--- src/hdl/matrix_projection_profile_normalizer_top_defines.svh ---
// assertion macros for the projection profile normalizer top level
// expects aclk and aresetn in the scope of each use
`ifndef MATRIX_PROJECTION_PROFILE_NORMALIZER_TOP_DEFINES_SVH
`define MATRIX_PROJECTION_PROFILE_NORMALIZER_TOP_DEFINES_SVH

`ifndef SYNTHESIS
// same-cycle implication
`define MPP_ASSERT_SAME(lbl, ante, cons, msg) \
    lbl: assert property (@(posedge aclk) disable iff (!aresetn) (ante) |-> (cons)) \
        else $error(msg);
// next-cycle implication
`define MPP_ASSERT_NEXT(lbl, ante, cons, msg) \
    lbl: assert property (@(posedge aclk) disable iff (!aresetn) (ante) |=> (cons)) \
        else $error(msg);
`else
`define MPP_ASSERT_SAME(lbl, ante, cons, msg)
`define MPP_ASSERT_NEXT(lbl, ante, cons, msg)
`endif

`endif

--- src/hdl/mpp_pkg.sv ---
`timescale 1ns / 1ps
// shared constants, types and helpers of the projection profile normalizer
// no dependencies
package mpp_pkg;

    localparam int MAX_ROWS    = 64;
    localparam int MAX_COLS    = 64;
    // both profile stores share one depth
    localparam int STORE_DEPTH = (MAX_ROWS > MAX_COLS) ? MAX_ROWS : MAX_COLS;
    localparam int AW          = $clog2(STORE_DEPTH);

    localparam int SUM_W   = 32;
    localparam int SMP_W   = 16;
    localparam int BOUND_W = 7;
    localparam int IDX_W   = 6;
    localparam int VAL_W   = 17;
    localparam int QBITS   = 17;           // quotient bits before rounding
    localparam int CNT_W   = $clog2(QBITS + 1);

    localparam logic [BOUND_W-1:0] MAX_ROWS_B = BOUND_W'(MAX_ROWS);
    localparam logic [BOUND_W-1:0] MAX_COLS_B = BOUND_W'(MAX_COLS);
    localparam logic [VAL_W-1:0]   ONE_Q16    = VAL_W'(65536);

    typedef enum logic [2:0] {
        REG_COL_LO         = 3'd0,
        REG_COL_HI         = 3'd1,
        REG_ROW_LO         = 3'd2,
        REG_ROW_HI         = 3'd3,
        REG_ROW_COUNT      = 3'd4,
        REG_ROW_PROFILE_ON = 3'd5,
        REG_COL_PROFILE_ON = 3'd6
    } cfg_reg_t;

    typedef enum logic {
        FUNC_SAMPLE = 1'b0,
        FUNC_READ   = 1'b1
    } func_t;

    typedef enum logic {
        SEL_ROW = 1'b0,
        SEL_COL = 1'b1
    } prof_sel_t;

    typedef enum logic [2:0] {
        ST_IDLE,
        ST_ADD,
        ST_SCAN,
        ST_SCAN_END,
        ST_RD_WAIT,
        ST_DIV,
        ST_EMIT
    } state_t;

    // one access cycle of a sum store
    typedef struct packed {
        logic                    clr;
        logic                    wr_en;
        logic [AW-1:0]           wr_addr;
        logic signed [SUM_W-1:0] wr_data;
        logic [AW-1:0]           rd_addr;
    } store_cmd_t;

    function automatic logic [BOUND_W-1:0] clamp_bound(input logic [BOUND_W-1:0] v,
                                                       input logic [BOUND_W-1:0] lim);
        return (v > lim) ? lim : v;
    endfunction

endpackage

--- src/hdl/mpp_sum_store.sv ---
`timescale 1ns / 1ps
// one profile sum memory, one write and one registered read per cycle
// entries carry valid bits so a frame clear resets them all together; uses mpp_pkg
module mpp_sum_store (
    input  logic                            aclk,
    input  logic                            aresetn,
    input  mpp_pkg::store_cmd_t             cmd,
    output logic signed [mpp_pkg::SUM_W-1:0] rd_data
);

    logic signed [mpp_pkg::SUM_W-1:0] mem [mpp_pkg::STORE_DEPTH];
    logic [mpp_pkg::STORE_DEPTH-1:0]  valid_reg;
    logic [mpp_pkg::STORE_DEPTH-1:0]  valid_next;
    logic signed [mpp_pkg::SUM_W-1:0] rd_data_reg;
    logic                             rd_valid_reg;

    always_ff @(posedge aclk) begin
        if (cmd.wr_en) begin
            mem[cmd.wr_addr] <= cmd.wr_data;
        end
        rd_data_reg <= mem[cmd.rd_addr];
    end

    always_comb begin
        valid_next = valid_reg;
        if (cmd.clr) begin
            valid_next = '0;
        end else if (cmd.wr_en) begin
            valid_next[cmd.wr_addr] = 1'b1;
        end
    end

    always_ff @(posedge aclk) begin
        if (!aresetn) begin
            valid_reg    <= '0;
            rd_valid_reg <= 1'b0;
        end else begin
            valid_reg    <= valid_next;
            // a clear in the read cycle makes the entry read as zero
            rd_valid_reg <= valid_reg[cmd.rd_addr] & ~cmd.clr;
        end
    end

    // entries never written since reset or frame start read as zero
    assign rd_data = rd_valid_reg ? rd_data_reg : '0;

endmodule

--- config.mk ---
export PLATFORM = sky130hd
export DESIGN_NAME = mpp_sum_store
export DESIGN_NICKNAME = d
export VERILOG_FILES = /design/src/hdl/matrix_projection_profile_normalizer_top_defines.svh /design/src/hdl/mpp_pkg.sv /design/src/hdl/mpp_sum_store.sv
export SDC_FILE = /design/constraint.sdc
export NUM_CORES = 2
export LEC_CHECK = 0
export BUFFER_PORTS_ARGS = -buffer_cell sky130_fd_sc_hd__buf_2
export CAP_MARGIN = 20
export CORE_ASPECT_RATIO = 0.7
export CORE_UTILIZATION = 27
export DETAILED_ROUTE_END_ITERATION = 10
export PLACE_DENSITY = 0.48
export SLEW_MARGIN = 20
export SYNTH_ARGS = -nofsm -noshare
export SYNTH_HDL_FRONTEND = slang
export SYNTH_SLANG_ARGS = --single-unit
export TNS_END_PERCENT = 100
--- constraint.sdc ---
create_clock -name aclk -period 3.5 [get_ports aclk]
set_input_delay 0.525 -clock aclk [delete_from_list [all_inputs] [get_ports aclk]]
set_output_delay 0.525 -clock aclk [all_outputs]
set_load 0.02 [all_outputs]
# After elaboration in Yosys (flattened, before gate mapping)
# Memory sizes are Yosys's and may differ from the RTL's. A register that Yosys moved wholly into a read port is not among the register bits.
# Cells that the tools add are included.
# word_totals
output_inout_bits	32
ramBits	2048
register_bits	65
elab_cells	19
n_memories	1
# classes
magnitude_cmp	3
mux	7
reduce_logical	2
bitwise_logic	4
# memory_table
memory	depth	word_bits	read_ports	rd_ports_with_merged_regs	wr	line_no	rtl
mem	64	32	1	1	1	mpp_sum_store.sv:11	logic signed [mpp_pkg::SUM_W-1:0] mem [mpp_pkg::STORE_DEPTH];
# ops
op	n
64-bit OR	1
32-bit two-way mux	1
6-bit by 7-bit less-than comparator with 1-bit output (second input constant)	2
1-bit binary-select mux with 6-bit select	1
1-bit demux with 6-bit select	1
6-bit by 1-bit greater-or-equal comparator with 1-bit output (second input constant)	1
1-bit two-way mux	4
1-bit inverter	2
2-bit OR reduction	1
1-bit AND	1
1-bit logical AND	1

# Logic depth before layout (Yosys ltp)
# logic_depth
word_depth	5
depth_mapped	9
ltp_nobuf	5

# Worst setup path after synthesis
# No wires, ideal clock.
# synth_timing
kind	in2reg
start	input port cmd[42] in the netlist's numbering
end	memory mem[48][0] in the netlist's numbering (enable)
stages	4
setup_slack_ns	-0.239
n_path_buf	1
arrival_time_ns	3.276
cell_sequence	clkbuf_1 and3b_1 nand2_1 nor3_1
# synth_rtl
element	line_no	rtl
start, declared	mpp_sum_store.sv:7	input mpp_pkg::store_cmd_t cmd,
end, declared	mpp_sum_store.sv:11	
# Straight into the memory's write port.

# Final worst setup path
# layout_timing
start	register rd_valid_reg
end	output port rd_data[3] in the netlist's numbering
# layout_between
elab_chain_len	1
# layout_rtl
element	line_no	rtl
start, declared	mpp_sum_store.sv:15	logic rd_valid_reg;
start signal, assigned	mpp_sum_store.sv:40	rd_valid_reg <= valid_reg[cmd.rd_addr] & ~cmd.clr;
32-bit two-way mux	mpp_sum_store.sv:45	assign rd_data = rd_valid_reg ? rd_data_reg : '0;
end, declared	mpp_sum_store.sv:8	output logic signed [mpp_pkg::SUM_W-1:0] rd_data
# Every way passes these cells.

==> summary.txt <==
Global routing
  • Initial antenna violation count: 22
  • GR Util All Layers: 16.32%
  • Vias in the first global route: 40260
  • First-pass GRT wire length: 342300 um
  • Gr ovfl total: 0
  • Largest net degree at the start of global routing: 65

Critical path
  • Reg2reg start: mem[63][10]
  • Critical Path Start Type: flip-flop
  • Critical path endpoint: rd_data[3]
  • Start point of the critical path: rd_valid_reg
  • Worst EP required: 2970 ps
  • WS Path Type: reg2out
  • R2r setup slk: 980 ps
  • Worst r2r path cells: 6
  • Crit end category: primary output
  • Critical R2R Capture: rd_data_reg[10]
  • Critical Path AT: 2390 ps
  • Max FO, Critical Path: 14

Die
  • Die width: 656.6 um
  • Core ar.: 297100 um2
  • Top Ports: 80
  • Die Span Y: 460.2 um
  • Row count: 167
  • Die Footprint: 302200 um2
  • Initial Util: 27.26%

Yosys
  • Syn_nets: 3696
  • Unique cell type count in the Yosys netlist: 47
  • Cell Area, Synth: 80990 um2
  • Yosys warns: 0
  • Number of synthesized flops with an enable pin: 2048
  • Ys async rst share: 0%
  • Synth Area per Inst: 22.20 um2
  • Count of state elements after synthesis: 2145
  • Ys flop type: edfxtp_1
  • Sequential cell area fraction in the yosys report: 78.33%
  • Cells after synthesis: 3648

Final layout
  • Largest register FFs: 2048
  • Fill count: 28230
  • Synthesis-to-layout area growth: 18.08%
  • Share of cells above drive strength 1: 30.63%
  • Final Non-Filler Cells: 8164
  • Number of nets in the layout: 4087

Timing
  • Setup violations, final: 0
  • WHS: 136.9 ps
  • Slew Limit Fails: 0
  • Worst Skew: 37.59 ps
  • Relative slew slack: 17.92%
  • Final min period: 2920 ps
  • Fin. Hold Viols: 0
  • Fmax achieved: 0.3425 GHz
  • RSZ-0062 raised after global routing: no
  • Tcrit/Tclk final: 83.42%
  • Actual slew at the worst max-slew pin: 1222 ps

Routing
  • Vias per cell: 4.978
  • Iteration-0 DRC Markers: 4876
  • Routed vias: 40640
  • DR pass1 iterations: 5
  • DRC Markers: 0
  • Routed wire length: 250400 um
  • Routed Antenna Nets: 0
  • DR WL/cell: 30.67 um

Placement
  • Gp weighted congestion: 0.7716
  • Placed insts: 7809
  • Hpwl dp: 150000 um
  • I/O Buffers: 79

Pwr
  • Lkg Pwr: 29.39 nW
  • Cell Pwr Density: 550.3 nW/um2
  • Peak VDD IR: 0.3638 mV

Hold path
  • Hold path start: cmd[12]
  • HP Class: in2reg

CTS
  • CTS Buffer Depth: 4
  • Root Buffer: clkbuf_16
  • Clock sinks: 2145
  • CTS tree: done
  • H-tree depth: 4
  • PostCTS Resize Cnt: 0
  • Clock buffer count from CTS: 198
  • Clk_lat worst skew: 850 ps
  • Post-CTS Setup Bufs: 0
  • Clock-pin slew on the worst setup and hold paths: 60 ps
  • Hold-fix buffers, CTS: 0

Run
  • Max-Cap Viols: 0

Run status
  • Status: completed
[stage by stage]
step	worst slack [ps]	cell area (um2)	power (mW)	setup TNS, ps	utilization [%]
floorplan	338.4	81010	30.30	0	-
global placement	-559.8	89400	32.01	-1640	30.09
detailed placement	-113.7	89450	32.04	-358.2	30.10
CTS	462.8	95580	53.14	0	32.17
global route	479.9	95620	54.20	0	32.18
finish	580.3	95630	52.63	0	32.18
[cell type report]
class,instances,area [um2],area share (%)
antenna,4,10.01,0.01047
clock buffer,270,5487,5.737
clock inverter,80,644.4,0.6738
inverter,1,3.754,0.003925
multi-input combinational,1297,16960,17.73
sequential,2145,63440,66.34
tap,3971,4969,5.196
timing repair buffer,396,4116,4.305
[kinds of logic (layout without fill, tap and decap cells)]
logic type,count (synthesis),count (layout),share of synthesized area (%)
AND/OR/NAND/NOR,380,380,2.112
buffers and inverters,206,747,1.421
multiplexers,566,566,14.96
other,0,4,0
AO/OA/AOI/OAI,351,351,3.175
flip-flops,2145,2145,78.33
[how the worst min path moves through the flow]
| stage | to | slack, ps | cells past startpoint |
|---|---|---|---|
| after detailed placement | valid_reg[43] | 450 | 1 |
| after global placement | valid_reg[9] | 440 | 1 |
| after floorplan | valid_reg[48] | 430 | 2 |
| final | mem[38][6] | 140 | 1 |
| after CTS | mem[35][1] | 110 | 1 |
| after global routing | mem[40][6] | 90 | 1 |
[synthesized netlist by cell type (10+ instances only)]
cell type | count | share of area (%)
a211oi_1 | 12 | 0.11
a21oi_1 | 49 | 0.30
a221oi_1 | 54 | 0.58
a22o_1 | 52 | 0.56
a22oi_1 | 28 | 0.26
a31oi_1 | 17 | 0.13
and2_1 | 36 | 0.28
buf_2 | 50 | 0.31
buf_4 | 44 | 0.41
buf_6 | 20 | 0.28
clkbuf_1 | 85 | 0.39
dfxtp_1 | 97 | 2.4
edfxtp_1 | 2048 | 76
mux2_2 | 16 | 0.22
mux2i_1 | 36 | 0.44
mux4_2 | 514 | 14
nand2_1 | 63 | 0.29
nand2b_1 | 13 | 0.10
nand3_1 | 14 | 0.087
nor2_1 | 198 | 0.92
nor2b_1 | 17 | 0.13
nor3_1 | 19 | 0.12
o21a_1 | 14 | 0.13
o21ai_0 | 10 | 0.062
o221ai_1 | 21 | 0.23
o22ai_1 | 68 | 0.53
[power breakdown]
group / switching (mW) / internal (mW)
logic: 1.96 / 1.07
clock network: 9.57 / 11.6
registers: 0.117 / 28.3
total: 11.6 / 41.0
[critical path, stage by stage, from the launching register on]
cell	delay (ps)
dfxtp_2	820
buf_4	330
and2_1	220
buf_2	190
[per-layer routing]
metal	up-vias	GRT usage, %	share of wire, %
met5	-	0	0
met4	0	2.899	1.6
met3	265	3.135	7.7
met2	1599	23.67	43
met1	22530	25.40	48
li1	16240	-	-
[cells in the final DEF, fill, tap and decap left out, types with 9 or more instances in the layout]
cell / instances
buf_2: 67
dfxtp_1: 96
a22oi_1: 28
and2_1: 35
clkinv_1: 31
o21ai_0: 10
a22o_1: 52
bufinv_16: 9
mux4_2: 514
a31oi_1: 15
nor3_1: 13
clkbuf_8: 24
a311oi_1: 9
clkbuf_16: 199
nand2b_1: 12
clkbuf_1: 47
buf_12: 103
mux2_2: 16
o21a_1: 14
a21oi_1: 49
o22ai_1: 68
buf_4: 223
nor2_1: 137
edfxtp_1: 2048
nand3_1: 14
a211oi_1: 12
o221ai_1: 21
nor2_4: 61
clkinv_2: 28
nand2_1: 63
mux2i_1: 36
a221oi_1: 53
nor2b_1: 14
Note: power is estimated with default switching activity, not from simulation.
