**config.mk**
```make
export PLATFORM = sky130hd
export DESIGN_NAME = mpp_divider
export DESIGN_NICKNAME = d
export VERILOG_FILES = /design/src/hdl/matrix_projection_profile_normalizer_top_defines.svh /design/src/hdl/mpp_pkg.sv /design/src/hdl/mpp_divider.sv
export SDC_FILE = /design/constraint.sdc
export NUM_CORES = 1
export LEC_CHECK = 0
export ABC_AREA = 1
export BUFFER_PORTS_ARGS = -buffer_cell sky130_fd_sc_hd__buf_4
export CELL_PAD_IN_SITES_DETAIL_PLACEMENT = 1
export CELL_PAD_IN_SITES_GLOBAL_PLACEMENT = 2
export CORE_MARGIN = 5
export CORE_UTILIZATION = 33
export CTS_BUF_LIST = sky130_fd_sc_hd__clkbuf_16
export DETAILED_ROUTE_END_ITERATION = 16
export PLACE_DENSITY = 0.8
export SYNTH_ARGS = -nofsm -noshare
export SYNTH_HDL_FRONTEND = slang
export SYNTH_SLANG_ARGS = --single-unit
```
**constraint.sdc**
```tcl
create_clock -name aclk -period 2.5 [get_ports aclk]
set_input_delay 0.125 -clock aclk [delete_from_list [all_inputs] [get_ports aclk]]
set_output_delay 0.125 -clock aclk [all_outputs]
set_load 0.05 [all_outputs]
```
**src/hdl/matrix_projection_profile_normalizer_top_defines.svh**
```systemverilog
// assertion macros for the projection profile normalizer top level
// expects aclk and aresetn in the scope of each use
`ifndef MATRIX_PROJECTION_PROFILE_NORMALIZER_TOP_DEFINES_SVH
`define MATRIX_PROJECTION_PROFILE_NORMALIZER_TOP_DEFINES_SVH

`ifndef SYNTHESIS
// same-cycle implication
`define MPP_ASSERT_SAME(lbl, ante, cons, msg) \
    lbl: assert property (@(posedge aclk) disable iff (!aresetn) (ante) |-> (cons)) \
        else $error(msg);
// next-cycle implication
`define MPP_ASSERT_NEXT(lbl, ante, cons, msg) \
    lbl: assert property (@(posedge aclk) disable iff (!aresetn) (ante) |=> (cons)) \
        else $error(msg);
`else
`define MPP_ASSERT_SAME(lbl, ante, cons, msg)
`define MPP_ASSERT_NEXT(lbl, ante, cons, msg)
`endif

`endif

```
**src/hdl/mpp_pkg.sv**
```systemverilog
`timescale 1ns / 1ps
// shared constants, types and helpers of the projection profile normalizer
// no dependencies
package mpp_pkg;

    localparam int MAX_ROWS    = 64;
    localparam int MAX_COLS    = 64;
    // both profile stores share one depth
    localparam int STORE_DEPTH = (MAX_ROWS > MAX_COLS) ? MAX_ROWS : MAX_COLS;
    localparam int AW          = $clog2(STORE_DEPTH);

    localparam int SUM_W   = 32;
    localparam int SMP_W   = 16;
    localparam int BOUND_W = 7;
    localparam int IDX_W   = 6;
    localparam int VAL_W   = 17;
    localparam int QBITS   = 17;           // quotient bits before rounding
    localparam int CNT_W   = $clog2(QBITS + 1);

    localparam logic [BOUND_W-1:0] MAX_ROWS_B = BOUND_W'(MAX_ROWS);
    localparam logic [BOUND_W-1:0] MAX_COLS_B = BOUND_W'(MAX_COLS);
    localparam logic [VAL_W-1:0]   ONE_Q16    = VAL_W'(65536);

    typedef enum logic [2:0] {
        REG_COL_LO         = 3'd0,
        REG_COL_HI         = 3'd1,
        REG_ROW_LO         = 3'd2,
        REG_ROW_HI         = 3'd3,
        REG_ROW_COUNT      = 3'd4,
        REG_ROW_PROFILE_ON = 3'd5,
        REG_COL_PROFILE_ON = 3'd6
    } cfg_reg_t;

    typedef enum logic {
        FUNC_SAMPLE = 1'b0,
        FUNC_READ   = 1'b1
    } func_t;

    typedef enum logic {
        SEL_ROW = 1'b0,
        SEL_COL = 1'b1
    } prof_sel_t;

    typedef enum logic [2:0] {
        ST_IDLE,
        ST_ADD,
        ST_SCAN,
        ST_SCAN_END,
        ST_RD_WAIT,
        ST_DIV,
        ST_EMIT
    } state_t;

    // one access cycle of a sum store
    typedef struct packed {
        logic                    clr;
        logic                    wr_en;
        logic [AW-1:0]           wr_addr;
        logic signed [SUM_W-1:0] wr_data;
        logic [AW-1:0]           rd_addr;
    } store_cmd_t;

    function automatic logic [BOUND_W-1:0] clamp_bound(input logic [BOUND_W-1:0] v,
                                                       input logic [BOUND_W-1:0] lim);
        return (v > lim) ? lim : v;
    endfunction

endpackage

```
**src/hdl/mpp_divider.sv**
```systemverilog
`timescale 1ns / 1ps
// bit-serial restoring divider for num * 2^16 / den, rounded half up
// one quotient bit per cycle; num < den required; uses mpp_pkg
module mpp_divider (
    input  logic                        aclk,
    input  logic                        aresetn,
    input  logic                        start,
    input  logic [mpp_pkg::SUM_W-1:0]   num,
    input  logic [mpp_pkg::SUM_W-1:0]   den,
    output logic                        done,
    output logic [mpp_pkg::VAL_W-1:0]   quo
);

    logic [mpp_pkg::SUM_W-1:0] rem_reg, rem_next;
    logic [mpp_pkg::SUM_W-1:0] den_reg, den_next;
    logic [mpp_pkg::QBITS-1:0] q_reg, q_next;
    logic [mpp_pkg::CNT_W-1:0] cnt_reg, cnt_next;
    logic                      busy_reg, busy_next;
    logic                      done_reg, done_next;
    logic [mpp_pkg::SUM_W:0]   trial;
    logic                      qbit;
    logic [mpp_pkg::QBITS:0]   rounded;

    always_comb begin
        trial     = {rem_reg, 1'b0};
        qbit      = (trial >= {1'b0, den_reg});
        rem_next  = rem_reg;
        den_next  = den_reg;
        q_next    = q_reg;
        cnt_next  = cnt_reg;
        busy_next = busy_reg;
        done_next = 1'b0;
        if (start) begin
            rem_next  = num;
            den_next  = den;
            q_next    = '0;
            cnt_next  = mpp_pkg::CNT_W'(mpp_pkg::QBITS);
            busy_next = 1'b1;
        end else if (busy_reg) begin
            rem_next = qbit ? mpp_pkg::SUM_W'(trial - {1'b0, den_reg})
                            : mpp_pkg::SUM_W'(trial);
            q_next   = {q_reg[mpp_pkg::QBITS-2:0], qbit};
            cnt_next = cnt_reg - 1'b1;
            if (cnt_reg == mpp_pkg::CNT_W'(1)) begin
                busy_next = 1'b0;
                done_next = 1'b1;
            end
        end
    end

    always_ff @(posedge aclk) begin
        rem_reg <= rem_next;
        den_reg <= den_next;
        q_reg   <= q_next;
    end

    always_ff @(posedge aclk) begin
        if (!aresetn) begin
            cnt_reg  <= '0;
            busy_reg <= 1'b0;
            done_reg <= 1'b0;
        end else begin
            cnt_reg  <= cnt_next;
            busy_reg <= busy_next;
            done_reg <= done_next;
        end
    end

    // q holds floor(2x); floor(2x + 1) / 2 rounds x half up
    assign rounded = {1'b0, q_reg} + (mpp_pkg::QBITS+1)'(1);
    assign quo     = rounded[mpp_pkg::QBITS:1];
    assign done    = done_reg;

endmodule

```
After elaboration in Yosys (flattened, before gate mapping):

Index checks and enable logic that the tools add are counted.

* output and inout bits: 18
* bits of input ports: 67
* register bits: 88
* logic and storage cells: 26

* muxes and demuxes: 9
* reductions and logical operators: 3
* add/subtract/negate cells: 3
* equal/unequal tests: 1
* $lt $le $gt $ge: 1
* bitwise operators: 2

Operators with widths (number)
* $mux 32: 3
* $ge 33x32->1: 1
* $sub 32x32->32: 1
* $add 17x1->18 const B: 1
* $mux 5: 2
* $eq 5x1->1 const B: 1
* $sub 5x1->5 const B: 1
* $mux 1: 4
* $reduce_or 3->1: 1
* $not 1->1: 2
* $reduce_bool 2->1: 1
* $reduce_or 2->1: 1

Longest topological paths before layout:

Gate-level depths: netlist (run 1).

* depth after elaboration: 4
* gate-level depth with buffers: 17
* depth with buffers taken out: 16

Least setup slack after synthesis (run 1):

Ideal clock, no wire load.

* path kind: flip-flop to output port
* from: register q_reg[2] in the netlist's numbering
* to: output quo[16] in the netlist's numbering
* path buffers: 0
* data required time: 2.375 ns
* stages on the path, launching flop included: 8
* arrival: 2.625 ns
* setup slack: -0.250 ns
* cell sequence: dfxtp_1 > nand3_2 > nor2_2 > nand3_2 > nor2_2 > nand3_1 > or2_1 > nor4_1

* word-level cells in the longest chain between the ends: 1

Ends and longest elaborated chain
* start, declared: RTL line mpp_divider.sv:16 `logic [mpp_pkg::QBITS-1:0] q_reg, q_next;`
* start signal, assigned: RTL line mpp_divider.sv:54 `q_reg <= q_next;`
* $add 17x1->18: RTL line mpp_divider.sv:70 `assign rounded = {1'b0, q_reg} + (mpp_pkg::QBITS+1)'(1);`
* end, declared: RTL line mpp_divider.sv:11 `output logic [mpp_pkg::VAL_W-1:0] quo`

No other way between the ends.

Worst setup path after layout (run 1):

* from: register rem_reg[22] in the netlist's numbering
* to: register rem_reg[19] in the netlist's numbering (data pin)

* word-level cells in the longest chain between the ends: 4

Ends and longest elaborated chain
* start, declared: RTL line mpp_divider.sv:14 `logic [mpp_pkg::SUM_W-1:0] rem_reg, rem_next;`
* start signal, assigned: RTL line mpp_divider.sv:52 `rem_reg <= rem_next;`
* $ge 33x32->1: RTL line mpp_divider.sv:26 `qbit = (trial >= {1'b0, den_reg});`
* $mux 32: RTL line mpp_divider.sv:40 `rem_next = qbit ? mpp_pkg::SUM_W'(trial - {1'b0, den_reg})`
* $mux 32: RTL line mpp_divider.sv:39 `end else if (busy_reg) begin`
* $mux 32: RTL line mpp_divider.sv:33 `if (start) begin`
* named net rem_next (one bit): RTL line mpp_divider.sv:14

The timed path passes the listed nets, and every way through them passes these cells. The select of a mux whose other input is x is not followed.
A chain may end at the register's enable or synchronous reset.

==> results of run 1 <==
## area by class of cell
type,count,area [um^2],area share
clock buffer,11,275,0.0313
clock inverter,5,33.8,0.00384
inverter,192,721,0.0819
multi-input combinational,652,3740,0.425
sequential,88,2400,0.273
tap,270,338,0.0384
timing repair buffer,150,1290,0.147
## per-stage QoR
| stage | cells | util |
|---|---|---|
| 4_1_cts | 1360 | 0.418 |
| 2_1_floorplan | 948 | - |
| 6_report | 1368 | 0.439 |
| 3_5_place_dp | 1311 | 0.386 |
| 5_1_grt | 1368 | 0.439 |
| 3_3_place_gp | 1311 | 0.386 |
## cell usage after synthesis (all sizes together)
master	number	area (um^2)
buf	12	105
o31ai	1	7.51
edfxtp	64	1920
nor3	10	55.1
o21ai	4	20.0
and3	1	6.26
o21a	3	22.5
o22ai	16	100
ha	35	438
nand2	344	1330
xor2	17	149
or2	3	18.8
nand4	10	62.6
clkbuf	6	22.5
nor4	2	12.5
nand3b	25	188
inv	189	709
o211ai	1	7.51
dfxtp	24	480
nand3	79	455
nor2	56	243
and2	5	31.3
a21oi	20	104
clkinv	3	11.3
a211oi	1	7.51
fa	1	20.0
o21bai	3	22.5
xnor2	13	114
## tightest hold or removal path, cell delays in order
cell and delay (ns):
buf_4 0.08, nand2_1 0.04, nand2_1 0.05
## logic make-up after synthesis
family,count (synthesis),share of synthesized area
AO/OA/AOI/OAI,49,0.0438
flip-flops,88,0.361
adder cells (fa/ha/maj),36,0.0687
buffers and inverters,210,0.127
XOR/XNOR,30,0.0394
AND/OR/NAND/NOR,535,0.360
## power by group through the flow
stage / registers [mW] / logic [mW] / clock network (mW)
6_report: 1.92 / 3.01 / 1.44
5_1_grt: 1.93 / 3.37 / 1.55
4_1_cts: 1.88 / 2.72 / 1.50
3_5_place_dp: 1.91 / 2.67 / 0
3_3_place_gp: 1.91 / 2.64 / 0
2_1_floorplan: 1.88 / 1.91 / 0
## worst paths after layout
| check | to | slack (ns) | cells after the start |
|---|---|---|---|
| setup / recovery | rem_reg[19]$_DFFE_PP_ | 0.11 | 14 |
| hold reg to reg | cnt_reg[3]$_SDFFE_PP0P_ | 0.53 | 2 |
| hold / removal | rem_reg[10]$_DFFE_PP_ | 0.03 | 3 |
| setup reg to reg | rem_reg[19]$_DFFE_PP_ | 0.11 | 14 |
## layer usage
layer	wire, um	up-vias
met2	10400	81
li1	-	3260
met3	615	19
met4	315	0
met1	10100	2950
met5	0	-
## repair_timing
action,CTS,global route
cloned,0,3
endpoints found under the hold margin,34,0
buffers inserted,0,5
gates resized for setup,1,45
hold buffers,33,0
setup endpoints to repair,2,32
pin swaps,1,5
==> impl_metrics.env, run 1 <==
export IMPL_status="completed"
export IMPL_coreArea_mm2=0.0200
export IMPL_cp_top_family="simple AND/OR/NAND/NOR gates"
export IMPL_slew_viol_final=0
export IMPL_top_usage_layer="met2"
export IMPL_cts_made_buffers=9
export IMPL_cts_root_buf="clkbuf_16"
export IMPL_cts_path_max_buffers=2
export IMPL_layout_nets=1196
export IMPL_drc=0
export IMPL_wl_per_cell_um=15.6
export IMPL_period_minus_slack_ns=2.39
export IMPL_finalSetupViolations=0
export IMPL_critical_path_class="reg -> reg"
export IMPL_pwr_share_comb=0.472
export IMPL_fin_skew_ns=0.0133
export IMPL_start_util=0.332
export IMPL_p_switching_mw=2.52
export IMPL_clock_latency_ns=0.36
export IMPL_area_growth_pct=32.2
export IMPL_via_count=6310
export IMPL_place_congestion=0.852
export IMPL_final_common_cell="nand2_1"
export IMPL_synth_nets=1051
export IMPL_fin_ws_ns=0.111
export IMPL_internal_power_mw=3.84
export IMPL_crit_fanout=8
export IMPL_use_met2=0.310
export IMPL_rows=52
export IMPL_rsz0062_at_grt="yes"
export IMPL_clkPwrFrac=0.226
export IMPL_hold_slack_ns=0.0330
export IMPL_p_total_mw=6.36
export IMPL_worstSetupStartpoint="rem_reg[22]$_DFFE_PP_"
export IMPL_crit_slowest_cell="edfxtp_1"
export IMPL_cp_start_kind="flop"
export IMPL_yosys_warnings=0
export IMPL_die_x_um=152
export IMPL_drive_gt1_frac=0.190
export IMPL_use_met1=0.228
export IMPL_synth_seq_area_share=0.361
export IMPL_hold_class="in -> reg"
export IMPL_maxCapViolations=0
export IMPL_worstPathRequired_ns=2.60
export IMPL_ant_nets=0
export IMPL_dp_worst_setup_slack_ns=0.0438
export IMPL_htree_levels=3
export IMPL_critPathBufInv=2
export IMPL_io_pins=85
export IMPL_synth_cell_types=41
export IMPL_synth_area_mm2=0.00666
export IMPL_die_y_um=152
export IMPL_p_seq_frac=0.302
export IMPL_drtIter0Drc=213
export IMPL_p_per_area_mw_per_mm2=722
export IMPL_worstPathArrival_ns=2.49
export IMPL_ys_seq_elements=88
export IMPL_dieArea_mm2=0.0231
export IMPL_use_met3=0.0344
export IMPL_dpl_cell_area_mm2=0.00774
export IMPL_io_buffers=84
export IMPL_syn_inst=948
export IMPL_slowest_delay_ns=0.44
export IMPL_avgSynthCellArea_um2=7.03
export IMPL_grtUsageTotal=0.178
export IMPL_peakVddDrop_mv=0.314
export IMPL_crit_top_cell="nor2_4"
export IMPL_period_share=0.956
export IMPL_cts_sinks=88
export IMPL_cts_tree="yes"
export IMPL_totalWireLength_um=21400
export IMPL_viasPerCell=4.61
export IMPL_power_share_switching=0.397
export IMPL_diodes=0
export IMPL_fin_area_mm2=0.00880
export IMPL_grt_max_degree=67
export IMPL_hp_start="num[10]"
export IMPL_clk_pin_slew_worst_paths_ns=0.08
export IMPL_dr_pass1_iters=4
export IMPL_overflow=0
export IMPL_critPathCaptureType="flop"
export IMPL_hold_viol_final=0
export IMPL_grt_pass1_wl_um=33800
export IMPL_path_cells="ha_4 -> buf_4 -> nand2_2 -> nor2_4 -> nand2_1 -> nor2_4 -> nand2_2 -> nor2_4 -> nor2_4 -> buf_12 -> nand2_4 -> nand2_1 -> nand3_1 -> nand2_1"
export IMPL_grt_pass1_vias=6661
export IMPL_slew_headroom=0.508
export IMPL_p_leak_nw=4.36
export IMPL_tightest_slew_ns=0.739
export IMPL_post_dp_hpwl_um=16000
export IMPL_fill_cells=2589
export IMPL_rr_startpoint="rem_reg[22]$_DFFE_PP_"
export IMPL_fmaxAchievable_ghz=0.419
export IMPL_final_cell_mix="nand2_1, inv_1, buf_4"
export IMPL_antenna_found_initial=0
export IMPL_setup_tns_ns=0
(Power assumes the default switching activity.)
==> inputs of run 2 (changes only) <==
- ABC_AREA: 1 -> not set
- CAP_MARGIN: not set -> 20
- CORE_UTILIZATION: 33 -> 36
- PLACE_DENSITY: 0.8 -> 0.79
==> impl_metrics.env, run 2 <==
export IMPL_cts_path_max_buffers=2
export IMPL_syn_inst=609
export IMPL_layout_nets=934
export IMPL_internal_power_mw=5.17
export IMPL_clock_latency_ns=0.36
export IMPL_viasPerCell=5.32
export IMPL_post_synth_top_count_cell="edfxtp_1"
export IMPL_start_util=0.366
export IMPL_fin_area_mm2=0.00884
export IMPL_synth_common_cells="edfxtp_1, nor2_1, nand2_1"
export IMPL_grt_pass1_vias=6114
export IMPL_clkPwrFrac=0.152
export IMPL_antenna_found_initial=0
export IMPL_clk_pin_slew_worst_paths_ns=0.07
export IMPL_cts_made_buffers=9
export IMPL_overflow=0
export IMPL_synth_area_mm2=0.00579
export IMPL_final_core_util=0.559
export IMPL_die_x_um=137
export IMPL_p_leak_nw=3.64
export IMPL_cts_tree="yes"
export IMPL_avgSynthCellArea_um2=9.50
export IMPL_rows=46
export IMPL_area_growth_pct=52.8
export IMPL_synth_area_top_cells="edfxtp_1, dfxtp_1, ha_1"
export IMPL_io_pins=85
export IMPL_coreArea_mm2=0.0158
export IMPL_p_switching_mw=3.58
export IMPL_totalWireLength_um=20300
export IMPL_fin_skew_ns=0.0111
export IMPL_finalSetupViolations=33
export IMPL_cts_root_buf="clkbuf_16"
export IMPL_worstPathRequired_ns=2.70
export IMPL_peakVddDrop_mv=0.477
export IMPL_yosys_warnings=0
export IMPL_tightest_slew_ns=0.572
export IMPL_crit_fanout=8
export IMPL_ys_seq_elements=88
export IMPL_drc=0
export IMPL_synth_edff_count=64
export IMPL_period_minus_slack_ns=2.79
export IMPL_cp_start_kind="flop"
export IMPL_fin_ws_ns=-0.289
export IMPL_pwr_share_comb=0.610
export IMPL_drtIter0Drc=254
export IMPL_p_per_area_mw_per_mm2=990
export IMPL_dieArea_mm2=0.0187
export IMPL_drive_gt1_frac=0.392
export IMPL_period_share=1.12
export IMPL_ys_async_sr_fraction=0
export IMPL_wl_per_cell_um=19.3
export IMPL_netlist_area_leader_share=0.332
export IMPL_dp_worst_setup_slack_ns=-0.398
export IMPL_hold_class="in -> reg"
export IMPL_critical_path_class="reg -> reg"
export IMPL_final_cell_mix="buf_4, edfxtp_1, nor2_1"
export IMPL_synthFlopType="edfxtp_1"
export IMPL_slew_headroom=0.619
export IMPL_ant_nets=0
export IMPL_synth_seq_area_share=0.415
export IMPL_dr_pass1_iters=4
export IMPL_p_seq_frac=0.238
export IMPL_io_buffers=84
export IMPL_cts_sinks=88
export IMPL_violations="negative setup slack"
export IMPL_via_count=5596
export IMPL_hold_slack_ns=0.0326
export IMPL_status="finished, violations left"
export IMPL_htree_levels=3
export IMPL_slew_viol_final=0
export IMPL_synth_top_cell_by_area="edfxtp_1"
export IMPL_grt_max_degree=44
export IMPL_critPathCaptureType="flop"
export IMPL_grt_pass1_wl_um=31500
export IMPL_maxCapViolations=0
export IMPL_worstPathArrival_ns=2.99
export IMPL_fmaxAchievable_ghz=0.359
export IMPL_power_share_switching=0.409
export IMPL_diodes=0
export IMPL_synth_nets=712
export IMPL_hold_viol_final=0
export IMPL_grtUsageTotal=0.214
export IMPL_post_dp_hpwl_um=14100
export IMPL_rsz0062_at_grt="yes"
export IMPL_dpl_cell_area_mm2=0.00753
export IMPL_final_common_cell="buf_4"
export IMPL_synth_cell_types=63
export IMPL_die_y_um=137
export IMPL_place_congestion=0.884
## run 2: timing repair
item                                   4_1_cts  5_1_grt
gates cloned                                 0        1
setup endpoints to repair                   33       33
resized for setup                           59       58
endpoints found under the hold margin       32        0
pin swaps                                   21       45
hold buffers                                32        0
buffers inserted                            10        7
## run 2: cells by family after synthesis
group,after synthesis,share of synthesized area
AND/OR/NAND/NOR,191,0.164
XOR/XNOR,44,0.0666
buffers and inverters,74,0.0523
AO/OA/AOI/OAI,160,0.195
flip-flops,88,0.415
multiplexers,16,0.0277
adder cells (fa/ha/maj),36,0.0791
## run 2: routing by layer
layer	GRT usage	vias up	wire length [um]
met4	0.0499	0	330
met5	0	-	0
met3	0.0415	24	706
met1	0.264	2762	8780
li1	-	2691	-
met2	0.386	119	10500
## run 2: area by class of cell
class | instances | area [um^2]
tap | 216 | 270
clock buffer | 9 | 225
multi-input combinational | 447 | 3740
inverter | 43 | 161
fill | 1729 | 6990
timing repair buffer | 242 | 1990
clock inverter | 7 | 52.6
sequential | 88 | 2400
## run 2: per-stage QoR
stage          TNS, ns  power (mW)  instances
2_1_floorplan  -0.0619        4.53        609
3_3_place_gp     -5.75        6.19        987
3_5_place_dp     -7.96        6.31        987
4_1_cts          -6.56        8.17       1045
5_1_grt         -10.93        9.24       1052
6_report         -6.83        8.75       1052
## run 2: final timing paths
kind,from,endpoint,slack (ns),cells after the start
max,rem_reg[2]$_DFFE_PP_,rem_reg[8]$_DFFE_PP_,-0.29,9
min,aresetn,busy_reg$_SDFF_PN0_,0.03,2
max reg2reg,rem_reg[2]$_DFFE_PP_,rem_reg[8]$_DFFE_PP_,-0.29,9
min reg2reg,q_reg[16]$_SDFFE_PP0P_,q_reg[16]$_SDFFE_PP0P_,0.50,2
## run 2: worst max-delay path, cell delays in order, from the launching register on
cell and delay, ns:
edfxtp_1 0.44, ha_4 0.32, nand4_2 0.18, a21oi_4 0.24, nor4b_4 0.07, o21ai_2 0.23
o211ai_2 0.15, and3_4 0.25, or4_4 0.55, a31oi_4 0.19
## run 2: power groups by stage
| stage | Combinational (mW) | Sequential [mW] | Clock [mW] |
|---|---|---|---|
| after global placement | 4.13 | 2.06 | 0 |
| after floorplan | 2.51 | 2.03 | 0 |
| after CTS | 4.73 | 2.07 | 1.36 |
| after global routing | 5.70 | 2.10 | 1.43 |
| after detailed placement | 4.23 | 2.08 | 0 |
| final | 5.34 | 2.08 | 1.33 |
